## src/hdl/ptsc_pkg.sv

```systemverilog
// Shared constants, types and codes of the task scheduler
`default_nettype none
package ptsc_pkg;
   localparam int QUEUE_DEPTH  = 16;
   localparam int TIMER_DEPTH  = 16;
   localparam int CANCEL_DEPTH = 32;
   localparam int NUM_QUEUES   = 3;

   localparam int TAG_W    = 16;
   localparam int ID_W     = 24;
   localparam int ORD_W    = 24;
   localparam int TIME_W   = 48;
   localparam int DELAY_W  = 32;
   localparam int OP_W     = 3;
   localparam int PRIO_W   = 2;
   localparam int STATUS_W = 3;
   localparam int MAXP_W   = 6;
   localparam int MAXD_W   = 5;

   localparam int QPTR_W  = (QUEUE_DEPTH > 1) ? $clog2(QUEUE_DEPTH) : 1;
   localparam int QCNT_W  = $clog2(QUEUE_DEPTH + 1);
   localparam int QADDR_W = $clog2(NUM_QUEUES * QUEUE_DEPTH);
   localparam int PEND_W  = $clog2(NUM_QUEUES * QUEUE_DEPTH + 1);
   localparam int TIDX_W  = $clog2(TIMER_DEPTH);
   localparam int TCNT_W  = $clog2(TIMER_DEPTH + 1);
   localparam int CIDX_W  = $clog2(CANCEL_DEPTH);
   localparam int CCNT_W  = $clog2(CANCEL_DEPTH + 1);

   typedef logic [1:0] qsel_type;
   localparam qsel_type QUEUE_HIGH   = 2'd0;
   localparam qsel_type QUEUE_NORMAL = 2'd1;
   localparam qsel_type QUEUE_LOW    = 2'd2;

   localparam logic CSR_MAX_PENDING = 1'b0;
   localparam logic CSR_MAX_DELAYED = 1'b1;

   typedef enum logic [OP_W-1:0] {
      OP_POST                = 3'd0,
      OP_POST_DELAYED        = 3'd1,
      OP_POST_CANCEL         = 3'd2,
      OP_POST_CANCEL_DELAYED = 3'd3,
      OP_CANCEL              = 3'd4,
      OP_FETCH               = 3'd5
   } op_type;

   typedef enum logic [STATUS_W-1:0] {
      ST_ACCEPTED      = 3'd0,
      ST_REJECTED      = 3'd1,
      ST_DISPATCHED    = 3'd2,
      ST_IDLE          = 3'd3,
      ST_CANCEL_DONE   = 3'd4,
      ST_CANCEL_REFUSE = 3'd5,
      ST_CANCEL_FULL   = 3'd6
   } status_type;

   typedef enum logic [3:0] {
      S_IDLE, S_DECODE, S_CLOOK, S_TSCAN, S_TCAN, S_TDUE, S_HRD, S_HCMP,
      S_HSEL, S_HCAN, S_QRD, S_QPOP, S_QCAN, S_DONE
   } state_type;

   typedef struct packed {
      logic [TAG_W-1:0] tag;
      logic [ID_W-1:0]  id;
      logic [ORD_W-1:0] order;
   } entry_type;

   typedef struct packed {
      logic [TIME_W-1:0] fire;
      entry_type         ent;
   } timer_rec_type;

   typedef struct packed {
      logic              done;
      logic              found;
      logic [TIDX_W-1:0] idx;
      timer_rec_type     rec;
   } tscan_type;

   typedef struct packed {
      logic done;
      logic hit;
      logic full;
   } clook_type;
endpackage
`default_nettype wire

```

## src/hdl/ptsc_cancel_set.sv

```systemverilog
// Cancelled id set: filled in order, searched one entry a cycle
`default_nettype none
module ptsc_cancel_set import ptsc_pkg::*; (
   input  logic            clock,
   input  logic            reset,
   input  logic            look_start,
   input  logic [ID_W-1:0] key,
   input  logic            ins_en,
   output clook_type       res
);
   logic [ID_W-1:0]   mem_ff [CANCEL_DEPTH];
   logic [ID_W-1:0]   rd_ff;
   logic [CCNT_W-1:0] cnt_ff, cnt_in;
   logic              busy_ff, busy_in;
   logic [CCNT_W-1:0] sidx_ff, sidx_in;
   logic              cvld_ff, cvld_in;
   logic              done_ff, done_in;
   logic              hit_ff, hit_in;

   // Compare each recorded id against the key
   always_comb begin
      cnt_in  = ins_en ? cnt_ff + 1'b1 : cnt_ff;
      busy_in = busy_ff;
      sidx_in = sidx_ff;
      cvld_in = 1'b0;
      done_in = 1'b0;
      hit_in  = hit_ff;
      if (look_start) begin
         busy_in = 1'b1;
         sidx_in = '0;
         hit_in  = 1'b0;
      end else if (busy_ff) begin
         if (sidx_ff == cnt_ff) begin
            busy_in = 1'b0;
            done_in = 1'b1;
         end else begin
            cvld_in = 1'b1;
            sidx_in = sidx_ff + 1'b1;
         end
      end
      if (cvld_ff && (rd_ff == key)) begin
         hit_in = 1'b1;
      end
   end

   always_ff @(posedge clock) begin
      if (reset) begin
         cnt_ff  <= '0;
         busy_ff <= 1'b0;
         sidx_ff <= '0;
         cvld_ff <= 1'b0;
         done_ff <= 1'b0;
         hit_ff  <= 1'b0;
      end else begin
         cnt_ff  <= cnt_in;
         busy_ff <= busy_in;
         sidx_ff <= sidx_in;
         cvld_ff <= cvld_in;
         done_ff <= done_in;
         hit_ff  <= hit_in;
      end
   end

   // Id memory: append at the fill count, read at the search index
   always_ff @(posedge clock) begin
      if (ins_en) begin
         mem_ff[cnt_ff[CIDX_W-1:0]] <= key;
      end
      rd_ff <= mem_ff[sidx_ff[CIDX_W-1:0]];
   end

   assign res.done = done_ff;
   assign res.hit  = hit_ff;
   assign res.full = (cnt_ff == CCNT_W'(CANCEL_DEPTH));
endmodule
`default_nettype wire

```

## config.mk

```make
export PLATFORM = sky130hd
export DESIGN_NAME = ptsc_cancel_set
export DESIGN_NICKNAME = d
export VERILOG_FILES = /design/src/hdl/ptsc_pkg.sv /design/src/hdl/ptsc_cancel_set.sv
export SDC_FILE = /design/constraint.sdc
export NUM_CORES = 1
export LEC_CHECK = 0
export BUFFER_PORTS_ARGS = -buffer_cell sky130_fd_sc_hd__clkbuf_2
export CAP_MARGIN = 20
export CORE_UTILIZATION = 67
export CTS_CLUSTER_DIAMETER = 200
export DETAILED_ROUTE_END_ITERATION = 8
export PLACE_DENSITY_LB_ADDON = 0.1
export REMOVE_ABC_BUFFERS = 1
export SETUP_SLACK_MARGIN = 0.1
export SLEW_MARGIN = 20
export SYNTH_ARGS = -nofsm -noshare
export SYNTH_HDL_FRONTEND = slang
export SYNTH_SLANG_ARGS = --single-unit
export TNS_END_PERCENT = 30
```

## constraint.sdc

```tcl
create_clock -name clock -period 5.25 [get_ports clock]
set_input_delay 0.7875 -clock clock [delete_from_list [all_inputs] [get_ports clock]]
set_output_delay 0.7875 -clock clock [all_outputs]
set_load 0.01 [all_outputs]
```

==> impl_metrics.json <==
{
  "grt_pass1_wl_um": 99700,
  "maxSlewViolCount": 0,
  "synthCells": 1457,
  "die_y_um": 216,
  "firstDrtPassIters": 5,
  "hold_class": "primary input to flop",
  "finalCritPeriodShare": 0.600,
  "arrival_ps": 3620,
  "skew_ps": 14.4,
  "tns_ps": 0,
  "drt_iter0_markers": 1740,
  "initial_utilization": 0.679,
  "synth_edf_count": 768,
  "powerDensity_mw_per_mm2": 377,
  "power_mw": 12.9,
  "status": "completed",
  "wire_per_inst_um": 31.1,
  "ys_seq_area_frac": 0.774,
  "cp_max_fo": 47,
  "globalRouteTotalUtil": 0.300,
  "antenna_cells": 0,
  "final_antenna_net_count": 0,
  "crit_required_ps": 5720,
  "antenna_found_initial": 0,
  "critPathMaxStageDelay_ps": 700,
  "max_freq_ghz": 0.317,
  "drc_errors": 0,
  "cp-start-kind": "flop",
  "period_needed_ps": 3150,
  "synth_top_area_cell": "edfxtp_1",
  "core_mm2": 0.0454,
  "drt-vias-per-instance": 6.85,
  "io_buffers": 30,
  "final_cell_area_mm2": 0.0343,
  "ys_seq_elements": 808,
  "clock_sinks": 808,
  "syn_avg_cell_area_um2": 21.2,
  "die-area_mm2": 0.0469,
  "cts-root-buf": "clkbuf_16",
  "dp_hpwl_um": 35500,
  "maxSlewHeadroom": 0.235,
  "drive_above_1_share": 0.232,
  "path_cells": "buf_4 -> or2_2 -> buf_4 -> o22ai_1 -> a2111oi_2 -> a21oi_1",
  "place_area_mm2": 0.0317,
  "clkTransAtPathRegs_ps": 60,
  "synth_top_area_frac": 0.748,
  "rsz0062_at_grt": "no",
  "clockBufferDepth": 3,
  "yosysMostFrequentCell": "edfxtp_1",
  "async_flop_share": 0,
  "yosys_warnings": 0,
  "worstSetupPathType": "flop to flop",
  "cpMaxStageDelayCell": "dfxtp_4",
  "gr-total-overflow": 0,
  "nFillCells": 2423,
  "cts_inserted_buffers": 78,
  "vias": 14900,
  "hold_violations": 0,
  "rows": 78,
  "post-cts-setup-buffers": 0,
  "clock_latency_ps": 620,
  "postCtsHoldBufs": 0,
  "post-route-util": 0.756,
  "die_width_um": 216,
  "cts_tree": "done",
  "gp_congestion": 0.769,
  "synthTopCellsByArea": "edfxtp_1, mux4_2, mux2i_1",
  "worstMarginPinSlew_ps": 1150,
  "grt_max_degree": 51,
  "cts_resized": 0,
  "synth_common_cells": "edfxtp_1, mux4_2, mux2i_1",
  "synth_cell_types": 46,
  "totalWireLength_um": 67500,
  "maxCapViolCount": 0,
  "peakVddDrop_mv": 0.323,
  "crit_path_end_kind": "flop",
  "crit_top_cell": "buf_4",
  "final_nets": 1540,
  "cts_max_level": 3,
  "synth_flop_cell": "edfxtp_1",
  "synth_area_mm2": 0.0308,
  "setup_viol": 0,
  "grt_pass1_vias": 15300,
  "ios": 31,
  "syn_to_final_growth_pct": 11.4,
  "power.leakage_nw": 10.4
}
[logic make-up (layout without fill, tap and decap cells)]
kind of cell	Yosys count	in the layout	synth area share
flops	808	808	0.774
mux	241	241	0.137
compound gates	179	179	0.0452
simple gates	100	100	0.0155
buf+inv	87	199	0.0154
xor+xnor	37	37	0.0105
fa+ha+maj	5	5	0.00203
[routing by layer]
metal	share of wire	GRT usage	vias to the layer above
li1	-	-	6192
met1	0.40	0.423	7862
met2	0.50	0.486	713
met3	0.079	0.0479	85
met4	0.019	0.107	0
met5	0	0	-
[report_power, final]
| group | switching (mW) | internal [mW] | total (mW) | leakage, nW |
|---|---|---|---|---|
| logic | 0.232 | 0.132 | 0.363 | 1.94 |
| registers | 0.0292 | 7.11 | 7.14 | 7.25 |
| clock network | 2.30 | 3.13 | 5.43 | 1.21 |
| total | 2.56 | 10.4 | 12.9 | 10.4 |
[through the flow]
| step | worst slack (ps) | instances | hold WS [ps] |
|---|---|---|---|
| global route | 1950 | 2169 | 436 |
| finish | 2100 | 2169 | 421 |
| floorplan | -5630 | 1372 | 476 |
| CTS | 2100 | 2163 | 405 |
| global placement | 2150 | 2020 | 500 |
| detailed placement | 2130 | 2021 | 518 |
[critical path, delay by kind of cell (launching register included)]
kind / cells / cell delay, ps
flops: 1 / 700
buf+inv: 2 / 1180
simple gates: 1 / 210
compound gates: 3 / 870
[area by class of cell]
cell class              instances  area [µm²]  area share
clock buffers                 112        2210      0.0645
clock inverters                30         255     0.00744
inverters                       2        7.51    0.000219
multi-input cells             562        6750       0.197
flip-flops and latches        808       23900       0.696
well taps                     600         751      0.0219
repair buffers                 55         468      0.0136
[layout by cell type (no fill, tap or decap), drive strengths merged, types with 4 or more instances in the layout]
cell type	n
a22o	23
a2111oi	23
a22oi	24
xnor2	9
nand3	7
buf	25
xor2	28
mux4	143
o221ai	24
nand2	13
bufinv	4
clkinv	21
ha	5
inv	6
a21oi	52
edfxtp	768
nor4	6
nor2	52
o22ai	23
dfxtp	40
mux2i	98
clkbuf	142
[state kept, by name (all words and copies together), names as in the netlist]
| signal | count |
|---|---|
| busy_ff | 1 |
| cnt_ff | 6 |
| cvld_ff | 1 |
| done_ff | 1 |
| hit_ff | 1 |
| mem_ff | 768 |
| rd_ff | 24 |
| sidx_ff | 6 |
[final timing paths]
kind                                              start                 end  slack (ps)  depth (start not counted)
worst min register to register       busy_ff$_SDFF_PP0_  done_ff$_SDFF_PP0_         540                          1
worst max register to register  sidx_ff[1]$_SDFFE_PP0P_   rd_ff[14]$_DFF_P_        2100                          6
worst max-delay path            sidx_ff[1]$_SDFFE_PP0P_   rd_ff[14]$_DFF_P_        2100                          6
worst min-delay path                         look_start  busy_ff$_SDFF_PP0_         420                          3
Note: power is estimated with default switching activity, not from simulation.
