### src/hdl/ptsc_pkg.sv
// Shared constants, types and codes of the task scheduler
`default_nettype none
package ptsc_pkg;
   localparam int QUEUE_DEPTH  = 16;
   localparam int TIMER_DEPTH  = 16;
   localparam int CANCEL_DEPTH = 32;
   localparam int NUM_QUEUES   = 3;

   localparam int TAG_W    = 16;
   localparam int ID_W     = 24;
   localparam int ORD_W    = 24;
   localparam int TIME_W   = 48;
   localparam int DELAY_W  = 32;
   localparam int OP_W     = 3;
   localparam int PRIO_W   = 2;
   localparam int STATUS_W = 3;
   localparam int MAXP_W   = 6;
   localparam int MAXD_W   = 5;

   localparam int QPTR_W  = (QUEUE_DEPTH > 1) ? $clog2(QUEUE_DEPTH) : 1;
   localparam int QCNT_W  = $clog2(QUEUE_DEPTH + 1);
   localparam int QADDR_W = $clog2(NUM_QUEUES * QUEUE_DEPTH);
   localparam int PEND_W  = $clog2(NUM_QUEUES * QUEUE_DEPTH + 1);
   localparam int TIDX_W  = $clog2(TIMER_DEPTH);
   localparam int TCNT_W  = $clog2(TIMER_DEPTH + 1);
   localparam int CIDX_W  = $clog2(CANCEL_DEPTH);
   localparam int CCNT_W  = $clog2(CANCEL_DEPTH + 1);

   typedef logic [1:0] qsel_type;
   localparam qsel_type QUEUE_HIGH   = 2'd0;
   localparam qsel_type QUEUE_NORMAL = 2'd1;
   localparam qsel_type QUEUE_LOW    = 2'd2;

   localparam logic CSR_MAX_PENDING = 1'b0;
   localparam logic CSR_MAX_DELAYED = 1'b1;

   typedef enum logic [OP_W-1:0] {
      OP_POST                = 3'd0,
      OP_POST_DELAYED        = 3'd1,
      OP_POST_CANCEL         = 3'd2,
      OP_POST_CANCEL_DELAYED = 3'd3,
      OP_CANCEL              = 3'd4,
      OP_FETCH               = 3'd5
   } op_type;

   typedef enum logic [STATUS_W-1:0] {
      ST_ACCEPTED      = 3'd0,
      ST_REJECTED      = 3'd1,
      ST_DISPATCHED    = 3'd2,
      ST_IDLE          = 3'd3,
      ST_CANCEL_DONE   = 3'd4,
      ST_CANCEL_REFUSE = 3'd5,
      ST_CANCEL_FULL   = 3'd6
   } status_type;

   typedef enum logic [3:0] {
      S_IDLE, S_DECODE, S_CLOOK, S_TSCAN, S_TCAN, S_TDUE, S_HRD, S_HCMP,
      S_HSEL, S_HCAN, S_QRD, S_QPOP, S_QCAN, S_DONE
   } state_type;

   typedef struct packed {
      logic [TAG_W-1:0] tag;
      logic [ID_W-1:0]  id;
      logic [ORD_W-1:0] order;
   } entry_type;

   typedef struct packed {
      logic [TIME_W-1:0] fire;
      entry_type         ent;
   } timer_rec_type;

   typedef struct packed {
      logic              done;
      logic              found;
      logic [TIDX_W-1:0] idx;
      timer_rec_type     rec;
   } tscan_type;

   typedef struct packed {
      logic done;
      logic hit;
      logic full;
   } clook_type;
endpackage
`default_nettype wire

### src/hdl/ptsc_timer_store.sv
// Timer store: record memory, valid bits and a scan for the earliest timer
`default_nettype none
module ptsc_timer_store import ptsc_pkg::*; (
   input  logic              clock,
   input  logic              reset,
   input  logic              wr_en,
   input  timer_rec_type     wr_rec,
   input  logic              clr_en,
   input  logic [TIDX_W-1:0] clr_idx,
   input  logic              scan_start,
   output tscan_type         scan,
   output logic              free_found,
   output logic [TCNT_W-1:0] count
);
   localparam logic [TIDX_W:0] SCAN_END = (TIDX_W+1)'(TIMER_DEPTH);

   timer_rec_type          mem_ff [TIMER_DEPTH];
   timer_rec_type          rd_ff;
   logic [TIMER_DEPTH-1:0] valid_ff, valid_in;
   logic [TCNT_W-1:0]      count_ff, count_in;
   logic                   busy_ff, busy_in;
   logic [TIDX_W:0]        sidx_ff, sidx_in;
   logic                   cvld_ff, cvld_in;
   logic [TIDX_W-1:0]      cidx_ff, cidx_in;
   logic                   done_ff, done_in;
   logic                   found_ff, found_in;
   logic [TIDX_W-1:0]      bidx_ff, bidx_in;
   timer_rec_type          brec_ff, brec_in;
   logic [TIDX_W-1:0]      free_idx;
   logic                   better;

   // Find the lowest free slot
   always_comb begin
      free_found = 1'b0;
      free_idx   = '0;
      for (int i = TIMER_DEPTH - 1; i >= 0; i--) begin
         if (!valid_ff[i]) begin
            free_found = 1'b1;
            free_idx   = TIDX_W'(i);
         end
      end
   end

   // Set and drop valid bits
   always_comb begin
      valid_in = valid_ff;
      count_in = count_ff;
      if (wr_en) begin
         valid_in[free_idx] = 1'b1;
         count_in           = count_ff + 1'b1;
      end else if (clr_en) begin
         valid_in[clr_idx] = 1'b0;
         count_in          = count_ff - 1'b1;
      end
   end

   // Walk the store one entry a cycle, keeping the earliest (fire, order)
   always_comb begin
      better = (rd_ff.fire < brec_ff.fire) ||
               ((rd_ff.fire == brec_ff.fire) && (rd_ff.ent.order < brec_ff.ent.order));
      busy_in  = busy_ff;
      sidx_in  = sidx_ff;
      cvld_in  = 1'b0;
      cidx_in  = cidx_ff;
      done_in  = 1'b0;
      found_in = found_ff;
      bidx_in  = bidx_ff;
      brec_in  = brec_ff;
      if (scan_start) begin
         busy_in  = 1'b1;
         sidx_in  = '0;
         found_in = 1'b0;
      end else if (busy_ff) begin
         if (sidx_ff == SCAN_END) begin
            busy_in = 1'b0;
            done_in = 1'b1;
         end else begin
            cvld_in = 1'b1;
            cidx_in = sidx_ff[TIDX_W-1:0];
            sidx_in = sidx_ff + 1'b1;
         end
      end
      if (cvld_ff && valid_ff[cidx_ff] && (!found_ff || better)) begin
         found_in = 1'b1;
         bidx_in  = cidx_ff;
         brec_in  = rd_ff;
      end
   end

   always_ff @(posedge clock) begin
      if (reset) begin
         valid_ff <= '0;
         count_ff <= '0;
         busy_ff  <= 1'b0;
         sidx_ff  <= '0;
         cvld_ff  <= 1'b0;
         done_ff  <= 1'b0;
         found_ff <= 1'b0;
      end else begin
         valid_ff <= valid_in;
         count_ff <= count_in;
         busy_ff  <= busy_in;
         sidx_ff  <= sidx_in;
         cvld_ff  <= cvld_in;
         done_ff  <= done_in;
         found_ff <= found_in;
      end
   end

   always_ff @(posedge clock) begin
      cidx_ff <= cidx_in;
      bidx_ff <= bidx_in;
      brec_ff <= brec_in;
   end

   // Record memory: write into the free slot, read at the scan index
   always_ff @(posedge clock) begin
      if (wr_en) begin
         mem_ff[free_idx] <= wr_rec;
      end
      rd_ff <= mem_ff[sidx_ff[TIDX_W-1:0]];
   end

   assign scan.done  = done_ff;
   assign scan.found = found_ff;
   assign scan.idx   = bidx_ff;
   assign scan.rec   = brec_ff;
   assign count      = count_ff;
endmodule
`default_nettype wire

### config.mk
export PLATFORM = sky130hd
export DESIGN_NAME = ptsc_timer_store
export DESIGN_NICKNAME = d
export VERILOG_FILES = /design/src/hdl/ptsc_pkg.sv /design/src/hdl/ptsc_timer_store.sv
export SDC_FILE = /design/constraint.sdc
export NUM_CORES = 2
export LEC_CHECK = 0
export BUFFER_PORTS_ARGS = -buffer_cell sky130_fd_sc_hd__buf_2
export CAP_MARGIN = 20
export CORE_MARGIN = 5
export CORE_UTILIZATION = 45
export DETAILED_ROUTE_END_ITERATION = 8
export MAX_ROUTING_LAYER = met4
export SLEW_MARGIN = 20
export SYNTH_ARGS = -nofsm -noshare
export SYNTH_HDL_FRONTEND = slang
export SYNTH_SLANG_ARGS = --single-unit
export TNS_END_PERCENT = 30
### constraint.sdc
create_clock -name clock -period 11.73 [get_ports clock]
set_input_delay 2.346 -clock clock [delete_from_list [all_inputs] [get_ports clock]]
set_output_delay 2.346 -clock clock [all_outputs]
set_load 0.02 [all_outputs]
==> results by group <==
Run status
  – Status: completed

Place
  – Placed instance area: 80400 µm²
  – Place WS: 5.73 ns
  – Post-DP HPWL: 90600 µm
  – IO buf count: 244
  – Routability cong.: 0.795

Timing
  – Final Hold Vio Count: 0
  – Final Worst Setup Slack: 6.54 ns
  – Fmax: 0.193 GHz
  – RSZ-0062 raised after global routing: false
  – Worst slew pin tran: 1.08 ns
  – Rel. slew slack: 28.1%
  – Number of setup violations in the final report: 0
  – Setup Skew: 0.0428 ns
  – Final setup TNS: 0 ns
  – Hold_ws: 0.404 ns
  – Final worst-path cycle share: 44.3%
  – Pins Over Slew Limit: 0
  – Min cycle time layout: 5.19 ns

Die
  – Width of the die: 422 µm
  – FP Rows: 151
  – Io pins: 245
  – DIE HEIGHT: 422 µm
  – Die area: 178000 µm²
  – Core area: 169000 µm²
  – Initial Utilization: 45.2%

Pwr
  – Leakage power: 27.5 nW
  – VDD IR max: 156 µV
  – Power per cell area: 176 nW/µm²
  – Total power: 15.3 mW

GRT
  – Total grt overflow: 0
  – Total GRT Usage: 19.6%
  – Pin count of the biggest net entering global routing: 142
  – Vias in the first global route: 35310
  – First-pass GRT wire length: 250000 µm
  – Initial antenna violation count: 39

Worst setup path
  – CP endpoint kind: flop
  – CP arrival: 5.62 ns
  – Crit path launch type: input pin
  – Crit Path Max Fanout: 58
  – WP data required: 12.16 ns
  – Critical path class: input pin to flop

Synth
  – Post-Synthesis Cells: 3176
  – FFs w/ async S/R, synth: 0%
  – Top post-synthesis cells by area: edfxtp_1, mux4_2, dfxtp_1
  – Yosys warns: 0
  – Register area share after synthesis: 78.7%
  – Most instantiated cells after synthesis: edfxtp_1, mux4_2, dfxtp_1
  – Cell variety after synth: 53
  – Number of synthesized flops with an enable pin: 1912
  – Top cell type's share of synthesized area: 75.0%
  – Area leader, netlist: edfxtp_1
  – Top-count cell post-synth: edfxtp_1
  – Mean Syn Cell Area: 24.1 µm²
  – FF+latch count, synth: 2054
  – Post-synth top flop: edfxtp_1
  – Syn_nets: 3374
  – Post-Synthesis Cell Area: 76500 µm²

Route
  – Vias per Instance: 5.71
  – Drt drc: 0
  – Initial DRC count: 3384
  – Post-Route WL: 169000 µm
  – Final ANT Viol Nets: 0
  – Vias: 34064
  – DRT Pass-1 Iters: 5
  – Drt wl/cell: 28.3 µm

Layout
  – Share of cells above drive strength 1: 32.0%
  – Final #Nets: 3750
  – P&R area growth vs syn: 14.2%
  – Filler instances: 13110
  – Design Area, Final: 87400 µm²

Clock tree
  – CTS buffer count: 207
  – # hold bufs at CTS: 0
  – Clock Latency Late Sink: 0.83 ns
  – Worst-path clk slew: 0.06 ns
  – CTS tree: yes
  – Post-CTS Setup Bufs: 0
  – Htree depth: 4
  – CTS Root Cell: clkbuf_16
  – Clock net sink count: 2054
  – Clock Tree Buf Depth: 3
  – Post-cts gate resize count: 0

Min path
  – Hold crit path type: flop to flop

Job
  – Maxcap violations: 0
==> area by class of cell <==
cell class | instances | area, µm² | share of cell area, %
diodes | 13 | 32.5 | 0.0372
clock buffers | 287 | 5800 | 6.64
clock inverters | 105 | 1090 | 1.25
inverters | 82 | 308 | 0.352
multi-input cells | 905 | 15300 | 17.5
flip-flops and latches | 2054 | 60300 | 69.0
well taps | 2218 | 2780 | 3.18
repair buffers | 302 | 1770 | 2.03
==> power breakdown <==
| group | switching (mW) | internal (mW) | leakage [nW] |
|---|---|---|---|
| Combinational | 0.323 | 0.224 | 5.66 |
| Clock | 2.72 | 3.89 | 3.38 |
| Sequential | 0.0478 | 8.14 | 18.5 |
| Total | 3.09 | 12.2 | 27.5 |
==> worst max-delay path, cell delays in order <==
cell and delay [ns]:
buf_2 0.14, inv_1 0.16, nor3_1 0.51, nand3_1 0.41, nor3_2 0.27, buf_4 0.79
buf_4 0.87
==> state kept, by name (all words and copies together), names as in the netlist, 4 cells and up <==
name      cells
mem_ff     1792
valid_ff     16
scan        112
sidx_ff       5
bidx_ff       4
cidx_ff       4
count         5
rd_ff       112
==> final timing paths <==
path	from	endpoint	slack [ns]	cells past startpoint
hold reg to reg	rd_ff[30]	scan[30]	0.40	0
setup reg to reg	scan[71]	scan[40]	7.12	9
setup / recovery	wr_en	mem_ff[8][41]	6.54	7
hold / removal	rd_ff[30]	scan[30]	0.40	0
==> logic make-up (layout without fill, tap and decap cells) <==
kind of cell	after synthesis	count (layout)	synth area share, %
compound gates	119	119	0.997
mux	566	566	16.6
simple gates	135	135	0.875
fa+ha+maj	77	77	1.27
buf+inv	217	776	1.39
xor+xnor	8	8	0.0916
flops	2054	2054	78.7
other cells	0	13	0
==> per-stage QoR <==
stage	utilization, %	cells
4_1_cts	51.6	5953
6_report	51.6	5966
5_1_grt	51.6	5964
3_5_place_dp	47.5	5561
3_3_place_gp	47.5	5561
2_1_floorplan	-	3176
==> cell usage in the layout, fill, tap and decap left out, drive strengths merged, types with 3 or more instances in the layout <==
cell    count
edfxtp   1912
mux4      565
buf       302
clkbuf    287
dfxtp     142
inv        89
ha         76
clkinv     76
nand2      34
a21oi      33
nor2       29
o21ai      26
bufinv     20
nor3       18
nand4      17
diode      13
a21o       13
nand3      10
o22ai      10
o32ai       6
or2         6
a221oi      5
xnor2       5
nor2b       4
o211ai      4
nand2b      4
and4        3
a2111o      3
nand3b      3
xor2        3
a31oi       3
o31ai       3
==> routing by layer <==
metal  wire length, µm  vias to the layer above  part of all wire [%]  track usage [%]
met5                 0                        -                     0                -
met4              3330                        0                   2.0             4.49
met3             10800                      248                   6.4             3.82
met2             79800                     1075                    47             29.6
met1             75100                    18422                    44             28.3
li1                  -                    14319                     -                -
Note: power is estimated with default switching activity, not from simulation.
